$ cat src/hw/rtl/wdor_pkg.sv
// Package for the wraparound dimension-order route block: sizes, types and helpers.
package wdor_pkg;

  // Dimensions that the hardware carries, and those in use.
  localparam int MAX_DIMS   = 4;
  localparam int NUM_DIMS   = 4;
  // Coordinate width in use; ring lengths go up to 2**COORD_BITS.
  localparam int COORD_BITS = 6;

  // Fixed field widths of the ports.
  localparam int DEST_W     = 6;
  localparam int CFG_IDX_W  = 3;
  localparam int CFG_DATA_W = 7;
  localparam int POS_W      = 6;
  localparam int ID_W       = 24;
  localparam int DIM_W      = 2;

  // Derived widths.
  localparam int LW      = COORD_BITS + 1;
  localparam int DW      = COORD_BITS + 2;
  localparam int CMP_W   = (LW > CFG_DATA_W) ? LW : CFG_DATA_W;
  localparam int LEN_MAX = 1 << COORD_BITS;
  localparam logic [LW-1:0] LEN_MAX_L = LW'(LEN_MAX);

  // Cycles for the geometry registers to settle after a register write:
  // lengths, then one stride per dimension after the first, then the
  // products, then the sum.
  localparam int SETTLE   = MAX_DIMS + 2;
  localparam int SETTLE_W = $clog2(SETTLE + 1);

  // Register indexes of the configuration port.
  typedef enum logic [CFG_IDX_W-1:0] {
    REG_LEN_DIM0,
    REG_LEN_DIM1,
    REG_LEN_DIM2,
    REG_LEN_DIM3,
    REG_POS_DIM0,
    REG_POS_DIM1,
    REG_POS_DIM2,
    REG_POS_DIM3
  } cfg_reg_t;

  // Geometry of the node, derived from the registers.
  typedef struct packed {
    logic                               busy;
    logic [MAX_DIMS-1:0][LW-1:0]         len;
    logic [MAX_DIMS-1:0][COORD_BITS-1:0] own;
    logic [MAX_DIMS-1:0][ID_W-1:0]       stride;
    logic [MAX_DIMS-1:0][ID_W-1:0]       wrap;
    logic [ID_W-1:0]                     own_id;
  } geom_t;

  // Effective ring length: zero counts as one, large values saturate.
  function automatic logic [LW-1:0] eff_len_f(input logic [CFG_DATA_W-1:0] raw);
    logic [CMP_W-1:0] r;
    r = CMP_W'(raw);
    if (r == '0) begin
      return LW'(1);
    end else if (r > CMP_W'(LEN_MAX)) begin
      return LEN_MAX_L;
    end else begin
      return LW'(r);
    end
  endfunction

  // Coordinate saturated to one below the ring length.
  function automatic logic [COORD_BITS-1:0] clamp_coord(input logic [CMP_W-1:0] c,
                                                        input logic [LW-1:0] len);
    if (c >= CMP_W'(len)) begin
      return COORD_BITS'(len - LW'(1));
    end else begin
      return COORD_BITS'(c);
    end
  endfunction

endpackage

$ cat src/hw/rtl/wdor_ifs.sv
// Channel interfaces of the wraparound dimension-order route block.
interface wdor_cfg_if import wdor_pkg::*; ();
  logic                  valid;
  logic                  ready;
  logic [CFG_IDX_W-1:0]  index;
  logic [CFG_DATA_W-1:0] data;

  modport source (output valid, index, data, input ready);
  modport sink   (input valid, index, data, output ready);
endinterface

interface wdor_in_if import wdor_pkg::*; ();
  logic              valid;
  logic              ready;
  logic [DEST_W-1:0] dest_coord_0;
  logic [DEST_W-1:0] dest_coord_1;
  logic [DEST_W-1:0] dest_coord_2;
  logic [DEST_W-1:0] dest_coord_3;

  modport source (output valid, dest_coord_0, dest_coord_1, dest_coord_2, dest_coord_3,
                  input ready);
  modport sink   (input valid, dest_coord_0, dest_coord_1, dest_coord_2, dest_coord_3,
                  output ready);
endinterface

interface wdor_out_if import wdor_pkg::*; ();
  logic             valid;
  logic             ready;
  logic             at_destination;
  logic [DIM_W-1:0] out_dim;
  logic             out_plus;
  logic [ID_W-1:0]  next_hop_id;
  logic             virtual_channel;

  modport source (output valid, at_destination, out_dim, out_plus, next_hop_id,
                  virtual_channel, input ready);
  modport sink   (input valid, at_destination, out_dim, out_plus, next_hop_id,
                  virtual_channel, output ready);
endinterface

$ cat src/hw/rtl/wdor_geom.sv
// Configuration registers and the node geometry derived from them.
module wdor_geom import wdor_pkg::*; (
  input  logic       clk,
  input  logic       rst,
  wdor_cfg_if.sink   cfg,
  output geom_t      geom
);

  logic [MAX_DIMS-1:0][CFG_DATA_W-1:0] len_raw;
  logic [MAX_DIMS-1:0][POS_W-1:0]      pos_raw;
  logic [SETTLE_W-1:0]                 settle_cnt;

  logic [MAX_DIMS-1:0][LW-1:0]         eff_len;
  logic [MAX_DIMS-1:0][COORD_BITS-1:0] own_c;
  logic [MAX_DIMS-1:0][ID_W-1:0]       stride;
  logic [MAX_DIMS-1:0][ID_W-1:0]       wrap;
  logic [MAX_DIMS-1:0][ID_W-1:0]       own_part;
  logic [ID_W-1:0]                     own_id;

  logic [MAX_DIMS-2:0][ID_W+LW-1:0]         stride_prod;
  logic [MAX_DIMS-1:0][ID_W+LW-1:0]         wrap_prod;
  logic [MAX_DIMS-1:0][ID_W+COORD_BITS-1:0] own_prod;
  logic [ID_W-1:0]                          own_sum;

  assign cfg.ready = 1'b1;

  always_ff @(posedge clk) begin
    if (rst) begin
      for (int d = 0; d < MAX_DIMS; d++) begin
        len_raw[d] <= CFG_DATA_W'(1);
        pos_raw[d] <= '0;
      end
      settle_cnt <= SETTLE_W'(SETTLE);
    end else if (cfg.valid && cfg.ready) begin
      if (cfg.index <= REG_LEN_DIM3) begin
        len_raw[cfg.index[DIM_W-1:0]] <= cfg.data;
      end else begin
        pos_raw[cfg.index[DIM_W-1:0]] <= cfg.data[POS_W-1:0];
      end
      settle_cnt <= SETTLE_W'(SETTLE);
    end else if (settle_cnt != '0) begin
      settle_cnt <= settle_cnt - SETTLE_W'(1);
    end
  end

  always_comb begin
    for (int d = 0; d < MAX_DIMS - 1; d++) begin
      stride_prod[d] = (ID_W+LW)'(stride[d]) * (ID_W+LW)'(eff_len[d]);
    end
    for (int d = 0; d < MAX_DIMS; d++) begin
      wrap_prod[d] = (ID_W+LW)'(stride[d]) * (ID_W+LW)'(eff_len[d] - LW'(1));
      own_prod[d]  = (ID_W+COORD_BITS)'(stride[d]) * (ID_W+COORD_BITS)'(own_c[d]);
    end
    own_sum = '0;
    for (int d = 0; d < MAX_DIMS; d++) begin
      own_sum = own_sum + own_part[d];
    end
  end

  // The geometry recomputes every cycle; each product is registered before use.
  always_ff @(posedge clk) begin
    for (int d = 0; d < MAX_DIMS; d++) begin
      if (d < NUM_DIMS) begin
        eff_len[d] <= eff_len_f(len_raw[d]);
        own_c[d]   <= clamp_coord(CMP_W'(pos_raw[d]), eff_len_f(len_raw[d]));
      end else begin
        eff_len[d] <= LW'(1);
        own_c[d]   <= '0;
      end
      wrap[d]     <= wrap_prod[d][ID_W-1:0];
      own_part[d] <= own_prod[d][ID_W-1:0];
    end
    stride[0] <= ID_W'(1);
    for (int d = 1; d < MAX_DIMS; d++) begin
      stride[d] <= stride_prod[d-1][ID_W-1:0];
    end
    own_id <= own_sum;
  end

  assign geom.busy   = (settle_cnt != '0);
  assign geom.len    = eff_len;
  assign geom.own    = own_c;
  assign geom.stride = stride;
  assign geom.wrap   = wrap;
  assign geom.own_id = own_id;

endmodule

$ cat src/hw/rtl/wraparound_dim_order_route_core.sv
// Top level of the wraparound dimension-order route block.
//
//   channel    | direction | transfer carries
//   -----------+-----------+--------------------------------------------------
//   cfg        | in        | register index and write data
//   route_in   | in        | destination coordinates of one packet header
//   route_out  | out       | local flag, port dimension, direction, next id, VC
//
// Each header is routed by logic between the input channel and the result
// register, from which it leaves on route_out; a new header can be taken every
// cycle while the geometry is settled and the result register is free or being
// drained. After reset and after every register write the geometry (strides,
// own id) resettles, and route_in is not ready until it has settled.
// A stall on route_out holds the result register and stops route_in.
// Reset is synchronous and active high; it restores lengths of one and
// coordinates of zero.
module wraparound_dim_order_route_core import wdor_pkg::*; (
  input  logic        clk,
  input  logic        rst,
  wdor_cfg_if.sink    cfg,
  wdor_in_if.sink     route_in,
  wdor_out_if.source  route_out
);

  geom_t geom;

  wdor_geom u_geom (
    .clk  (clk),
    .rst  (rst),
    .cfg  (cfg),
    .geom (geom)
  );

  logic                                in_accept;
  logic [MAX_DIMS-1:0][DEST_W-1:0]     dst_in;
  logic [MAX_DIMS-1:0][COORD_BITS-1:0] dst_c;
  logic [MAX_DIMS-1:0]                 differ;
  logic [MAX_DIMS-1:0]                 dir_plus;
  logic signed [DW-1:0]                diff [MAX_DIMS];
  logic signed [DW-1:0]                half [MAX_DIMS];

  logic             found;
  logic [DIM_W-1:0] sel;
  logic             sel_plus;
  logic             wrap_hit;
  logic             add;
  logic [ID_W-1:0]  mag;
  logic [ID_W-1:0]  hop_id;

  logic             res_local;
  logic [DIM_W-1:0] res_dim;
  logic             res_plus;
  logic [ID_W-1:0]  res_id;
  logic             res_vc;

  // Result register.
  logic             out_valid;
  logic             at_destination;
  logic [DIM_W-1:0] out_dim;
  logic             out_plus;
  logic [ID_W-1:0]  next_hop_id;
  logic             virtual_channel;

  assign dst_in[0] = route_in.dest_coord_0;
  assign dst_in[1] = route_in.dest_coord_1;
  assign dst_in[2] = route_in.dest_coord_2;
  assign dst_in[3] = route_in.dest_coord_3;

  // Unused dimensions have length one and coordinate zero in the geometry,
  // so the clamp forces their destination to zero and they never differ.
  always_comb begin
    for (int d = 0; d < MAX_DIMS; d++) begin
      dst_c[d]  = clamp_coord(CMP_W'(dst_in[d]), geom.len[d]);
      differ[d] = (dst_c[d] != geom.own[d]);
      diff[d]   = $signed(DW'(geom.own[d])) - $signed(DW'(dst_c[d]));
      half[d]   = $signed(DW'(geom.len[d] >> 1));
      // Shorter way round; on an even-length tie, minus when own is larger.
      if (diff[d] > half[d]) begin
        dir_plus[d] = 1'b1;
      end else if (diff[d] < -half[d]) begin
        dir_plus[d] = 1'b0;
      end else if (diff[d] > 0) begin
        dir_plus[d] = 1'b0;
      end else begin
        dir_plus[d] = 1'b1;
      end
    end
  end

  // Lowest differing dimension, then one hop along its ring. The next id is the
  // own id moved by one stride, or by (len - 1) strides the other way at a wrap.
  always_comb begin
    found = 1'b0;
    sel   = '0;
    for (int d = 0; d < MAX_DIMS; d++) begin
      if (!found && differ[d]) begin
        found = 1'b1;
        sel   = DIM_W'(d);
      end
    end
    sel_plus = dir_plus[sel];
    if (sel_plus) begin
      wrap_hit = ((LW'(geom.own[sel]) + LW'(1)) == geom.len[sel]);
    end else begin
      wrap_hit = (geom.own[sel] == '0);
    end
    add    = sel_plus ^ wrap_hit;
    mag    = wrap_hit ? geom.wrap[sel] : geom.stride[sel];
    hop_id = add ? (geom.own_id + mag) : (geom.own_id - mag);

    if (found) begin
      res_local = 1'b0;
      res_dim   = sel;
      res_plus  = sel_plus;
      res_id    = hop_id;
      res_vc    = (geom.own_id > hop_id);
    end else begin
      res_local = 1'b1;
      res_dim   = '0;
      res_plus  = 1'b0;
      res_id    = geom.own_id;
      res_vc    = 1'b0;
    end
  end

  assign route_in.ready = !geom.busy && (!out_valid || route_out.ready);
  assign in_accept      = route_in.valid && route_in.ready;

  always_ff @(posedge clk) begin
    if (rst) begin
      out_valid <= 1'b0;
    end else if (in_accept) begin
      out_valid <= 1'b1;
    end else if (route_out.ready) begin
      out_valid <= 1'b0;
    end
  end

  always_ff @(posedge clk) begin
    if (in_accept) begin
      at_destination  <= res_local;
      out_dim         <= res_dim;
      out_plus        <= res_plus;
      next_hop_id     <= res_id;
      virtual_channel <= res_vc;
    end
  end

  assign route_out.valid           = out_valid;
  assign route_out.at_destination  = at_destination;
  assign route_out.out_dim         = out_dim;
  assign route_out.out_plus        = out_plus;
  assign route_out.next_hop_id     = next_hop_id;
  assign route_out.virtual_channel = virtual_channel;

endmodule
$ cat src/flat_wrapper.sv
// flat-port wrapper written by rule: the top's interface ports become plain ports
module wraparound_dim_order_route_core_flat import wdor_pkg::*;
  (clk, rst, cfg_valid, cfg_index, cfg_data, cfg_ready, route_in_valid, route_in_dest_coord_0, route_in_dest_coord_1, route_in_dest_coord_2, route_in_dest_coord_3, route_in_ready, route_out_valid, route_out_at_destination, route_out_out_dim, route_out_out_plus, route_out_next_hop_id, route_out_virtual_channel, route_out_ready);
  wdor_cfg_if cfg_i ();
  wdor_in_if route_in_i ();
  wdor_out_if route_out_i ();
  input  logic clk;
  input  logic rst;
  input wire logic [$bits(cfg_i.valid)-1:0] cfg_valid;
  input wire logic [$bits(cfg_i.index)-1:0] cfg_index;
  input wire logic [$bits(cfg_i.data)-1:0] cfg_data;
  output wire logic [$bits(cfg_i.ready)-1:0] cfg_ready;
  input wire logic [$bits(route_in_i.valid)-1:0] route_in_valid;
  input wire logic [$bits(route_in_i.dest_coord_0)-1:0] route_in_dest_coord_0;
  input wire logic [$bits(route_in_i.dest_coord_1)-1:0] route_in_dest_coord_1;
  input wire logic [$bits(route_in_i.dest_coord_2)-1:0] route_in_dest_coord_2;
  input wire logic [$bits(route_in_i.dest_coord_3)-1:0] route_in_dest_coord_3;
  output wire logic [$bits(route_in_i.ready)-1:0] route_in_ready;
  output wire logic [$bits(route_out_i.valid)-1:0] route_out_valid;
  output wire logic [$bits(route_out_i.at_destination)-1:0] route_out_at_destination;
  output wire logic [$bits(route_out_i.out_dim)-1:0] route_out_out_dim;
  output wire logic [$bits(route_out_i.out_plus)-1:0] route_out_out_plus;
  output wire logic [$bits(route_out_i.next_hop_id)-1:0] route_out_next_hop_id;
  output wire logic [$bits(route_out_i.virtual_channel)-1:0] route_out_virtual_channel;
  input wire logic [$bits(route_out_i.ready)-1:0] route_out_ready;
  assign cfg_i.valid = cfg_valid;
  assign cfg_i.index = cfg_index;
  assign cfg_i.data = cfg_data;
  assign cfg_ready = cfg_i.ready;
  assign route_in_i.valid = route_in_valid;
  assign route_in_i.dest_coord_0 = route_in_dest_coord_0;
  assign route_in_i.dest_coord_1 = route_in_dest_coord_1;
  assign route_in_i.dest_coord_2 = route_in_dest_coord_2;
  assign route_in_i.dest_coord_3 = route_in_dest_coord_3;
  assign route_in_ready = route_in_i.ready;
  assign route_out_valid = route_out_i.valid;
  assign route_out_at_destination = route_out_i.at_destination;
  assign route_out_out_dim = route_out_i.out_dim;
  assign route_out_out_plus = route_out_i.out_plus;
  assign route_out_next_hop_id = route_out_i.next_hop_id;
  assign route_out_virtual_channel = route_out_i.virtual_channel;
  assign route_out_i.ready = route_out_ready;
  wraparound_dim_order_route_core u_core (.clk(clk), .rst(rst), .cfg(cfg_i), .route_in(route_in_i), .route_out(route_out_i));
endmodule
$ cat config.mk
export PLATFORM = sky130hd
export DESIGN_NAME = wraparound_dim_order_route_core_flat
export DESIGN_NICKNAME = d
export VERILOG_FILES = /design/src/hw/rtl/wdor_pkg.sv /design/src/hw/rtl/wdor_ifs.sv /design/src/hw/rtl/wdor_geom.sv /design/src/hw/rtl/wraparound_dim_order_route_core.sv /design/src/flat_wrapper.sv
export SDC_FILE = /design/constraint.sdc
export NUM_CORES = 2
export LEC_CHECK = 0
export ABC_AREA = 1
export BUFFER_PORTS_ARGS = -buffer_cell sky130_fd_sc_hd__buf_2
export CORE_ASPECT_RATIO = 2
export CORE_MARGIN = 1.5
export CORE_UTILIZATION = 60
export CTS_CLUSTER_SIZE = 28
export DETAILED_ROUTE_END_ITERATION = 7
export PLACE_DENSITY = 0.8
export REMOVE_ABC_BUFFERS = 1
export SLEW_MARGIN = 40
export SYNTH_ARGS = -nofsm -noshare
export SYNTH_HDL_FRONTEND = slang
export SYNTH_SLANG_ARGS = --single-unit
$ cat constraint.sdc
create_clock -name clk -period 11.3 [get_ports clk]
set_clock_uncertainty 0.15 [all_clocks]
set_input_delay 2.26 -clock clk [delete_from_list [all_inputs] [get_ports clk]]
set_output_delay 2.26 -clock clk [all_outputs]
set_load 0.02 [all_outputs]
==> results.cfg <==
[outcome]
status = completed

[synthesis]
yosys_warnings = 0
yosysTopAreaCell = fa_1
yosys.area_share.simple = 0.184
synth_compound_area_frac = 0.0852
synthDominantCellAreaShare = 0.227
synth.area.top_cells = fa_1 23%, ha_1 16%, dfxtp_1 15%
synth-edff-count = 29
synth_top_family_by_area = adder cells
ys_ff_latch = 337
synth_flop_cell = dfxtp_1
ys_types = 62
syn-mean-instance-area_um2 = 7.65
synthXorXnorAreaFrac = 0.0527
synthMuxAreaShare = 0.00108
yosys.area_share.adder = 0.383
ys_seq_area_frac = 0.173
syn_area_um2 = 40700
async_flop_share = 0
netlist_instances = 5324

[worst_setup_path]
cp_slowest_cell = ha_1
cp.required_ns = 11.57
cpLargestDelayFamily = compound AO/OA/AOI/OAI gates
crit_buf_inv = 10
path_max_fanout = 9
endpoint_kind = flip-flop
path_class = in -> reg
max_stage_delay_ns = 0.36
cp_common_cell = nand2_1
cp_data_arrival_time_ns = 10.98
start_kind = input pin

[drt]
wire_per_inst_um = 19.5
num_vias = 35500
first_iter_violations = 2802
first_pass_iters = 6
antenna_left = 0
finalWirelength_um = 124000
via_per_inst = 5.58
drc = 0

[finish]
num-fill-cells = 5638
multi_input_area_um2 = 28900
area_delta_synth_final_pct = 8.77
layout-drive-gt1-share = 0.0782
final_nets = 6451
seqCellArea_um2 = 7040

[min_path]
worstHoldPathType = reg -> reg

[cts]
clk_path_buf_depth = 3
clockRootBuffer = clkbuf_16
tritoncts = yes
clk_latency_ns = 0.61
htreeDepth = 2
cts_buffers = 36
ctsHoldBuffers = 0
path_clk_slew_ns = 0.06
cts_num_sinks = 337

[sta]
layout_setup_ws_ns = 0.584
worst_pin_slew_ns = 1.14
maxSlewHeadroom = 0.239
final.setup.tns_ns = 0
max_freq_mhz = 93.3
period_needed_ns = 10.72
hold_violations = 0
finalSetupViolCount = 0
post-route-period-util = 0.948
drv_slew = 0

[placed_design]
gp_congestion = 1.03
hpwl_um = 99600
port_buffers = 69
post-place-ws_ns = -0.320

[floorplanning]
die_y_um = 371
num_io_pins = 71
initial_core_util = 0.604
fp.dieW_um = 187
rows = 135
die-area_um2 = 69500
core_um2 = 67400

[grt]
antenna_found_initial = 4
grt_pass1_vias = 36400
grt_max_degree = 53
grtUsageTotal = 0.363
grt_pass1_wl_um = 195000
grt_overflow = 0

[power_and_ir_drop]
power.internal_mw = 4.66
power_frac_comb = 0.681
switchingPower_mw = 4.32
seq_power_share = 0.179
irDropWorstVdd_mv = 0.264
clock_power_share = 0.140
p_sw_frac = 0.481
cellLeakagePower_nw = 24.1
cellPowerDensity_nw_per_um2 = 203

[run]
cap_violations = 0
what timing repair did:
| action | 4_1_cts | 5_1_grt |
|---|---|---|
| setup endpoints to repair | 0 | 1 |
| setup buffers | 0 | 4 |
| resized for setup | 0 | 46 |
cell type report:
type                    count  share of cell area
well taps                 890              0.0251
clock inverters            21             0.00494
inverters                1101              0.0934
repair buffers            273              0.0426
clock buffers              45              0.0225
flip-flops and latches    337               0.159
multi-input cells        3693               0.652
diodes                      3            0.000169
Yosys cell counts, drive strengths merged, types with 4 or more instances:
cell	count
nand2	1124
inv	1096
ha	509
nor2	475
fa	461
dfxtp	308
o21ai	262
a21oi	261
xor2	175
clkbuf	159
nand3	145
xnor2	70
buf	35
edfxtp	29
nand4	29
nor3	22
a31oi	20
nand3b	19
o21bai	17
or2	14
a211oi	10
a32oi	10
o211ai	9
a21boi	8
o21a	8
a21o	7
o22ai	7
clkinv	5
o221ai	5
o32ai	4
placed cells by master, fill, tap and decap left out, types with 7 or more instances in the layout:
| cell | instances |
|---|---|
| nand3_1 | 137 |
| buf_2 | 69 |
| nand4_1 | 26 |
| a211oi_1 | 8 |
| o211ai_1 | 9 |
| a32oi_1 | 10 |
| fa_1 | 460 |
| nand2_2 | 10 |
| ha_1 | 507 |
| nor2_2 | 12 |
| or2_2 | 13 |
| o21a_1 | 8 |
| o21ai_1 | 28 |
| o21ai_0 | 227 |
| edfxtp_1 | 29 |
| nand3b_1 | 19 |
| inv_1 | 1090 |
| nor2_1 | 461 |
| nor3_1 | 20 |
| nand2_1 | 1106 |
| o21bai_1 | 17 |
| nand2_4 | 9 |
| buf_4 | 201 |
| a21o_1 | 7 |
| a31oi_1 | 20 |
| a21oi_1 | 257 |
| clkbuf_16 | 37 |
| xor2_1 | 173 |
| xnor2_1 | 70 |
| dfxtp_1 | 306 |
flip-flops by register name, summed over array words and instances, names as in the netlist:
register / count
u_core.u_geom.geom: 165
u_core.route_out.out_dim: 2
u_core.route_out.virtual_channel: 1
u_core.route_out.at_destination: 1
u_core.u_geom.own_part: 63
u_core.u_geom.own_id: 24
u_core.u_geom.len_raw: 28
u_core.u_geom.pos_raw: 24
u_core.route_out.valid: 1
u_core.route_out.next_hop_id: 24
u_core.route_out.out_plus: 1
u_core.u_geom.settle_cnt: 3
stage by stage:
stage / utilization / cell area [um2] / cells / hold WS (ns) / power (mW)
3_3_place_gp: 0.636 / 42900 / 6289 / 0.232 / 7.25
3_5_place_dp: 0.636 / 42900 / 6289 / 0.229 / 7.45
5_1_grt: 0.657 / 44300 / 6363 / 0.253 / 9.71
6_report: 0.657 / 44300 / 6363 / 0.247 / 8.98
2_1_floorplan: - / 39900 / 5130 / 0.201 / 5.32
4_1_cts: 0.655 / 44100 / 6355 / 0.239 / 8.74
power groups by stage:
stage / combinational [mW] / clock (mW) / sequential (mW)
2_1_floorplan: 3.72 / 0 / 1.61
3_3_place_gp: 5.63 / 0 / 1.62
3_5_place_dp: 5.83 / 0 / 1.62
4_1_cts: 5.88 / 1.26 / 1.60
5_1_grt: 6.79 / 1.31 / 1.61
6_report: 6.12 / 1.25 / 1.61
metal layers:
layer  global-route usage  routed length, um  vias up
met2                0.603              57400     1552
met4                0.315              12600        2
met3               0.0511               8910      452
li1                     -                  -    16500
met1                0.411              44900    17000
met5                    0                 11        -
kinds of logic after synthesis:
kind of cell,after synthesis
and+or+nand+nor,1838
buffers and inverters,1295
muxes,4
DFF,337
xor gates and xnor gates,245
adders and majority gates,970
other,1
AOI/OAI and AO/OA,634
worst paths after layout:
| check | slack, ns | endpoint | cells past startpoint | startpoint |
|---|---|---|---|---|
| setup / recovery | 0.58 | u_core.route_out.virtual_channel | 63 | route_in_dest_coord_2[0] |
| setup reg to reg | 1.62 | u_core.route_out.virtual_channel | 61 | u_core.u_geom.geom[255] |
| hold / removal | 0.25 | u_core.u_geom.geom[145] | 0 | u_core.u_geom.geom[241] |
| hold reg to reg | 0.25 | u_core.u_geom.geom[145] | 0 | u_core.u_geom.geom[241] |
No activity file was read; power rests on OpenSTA's default activity.
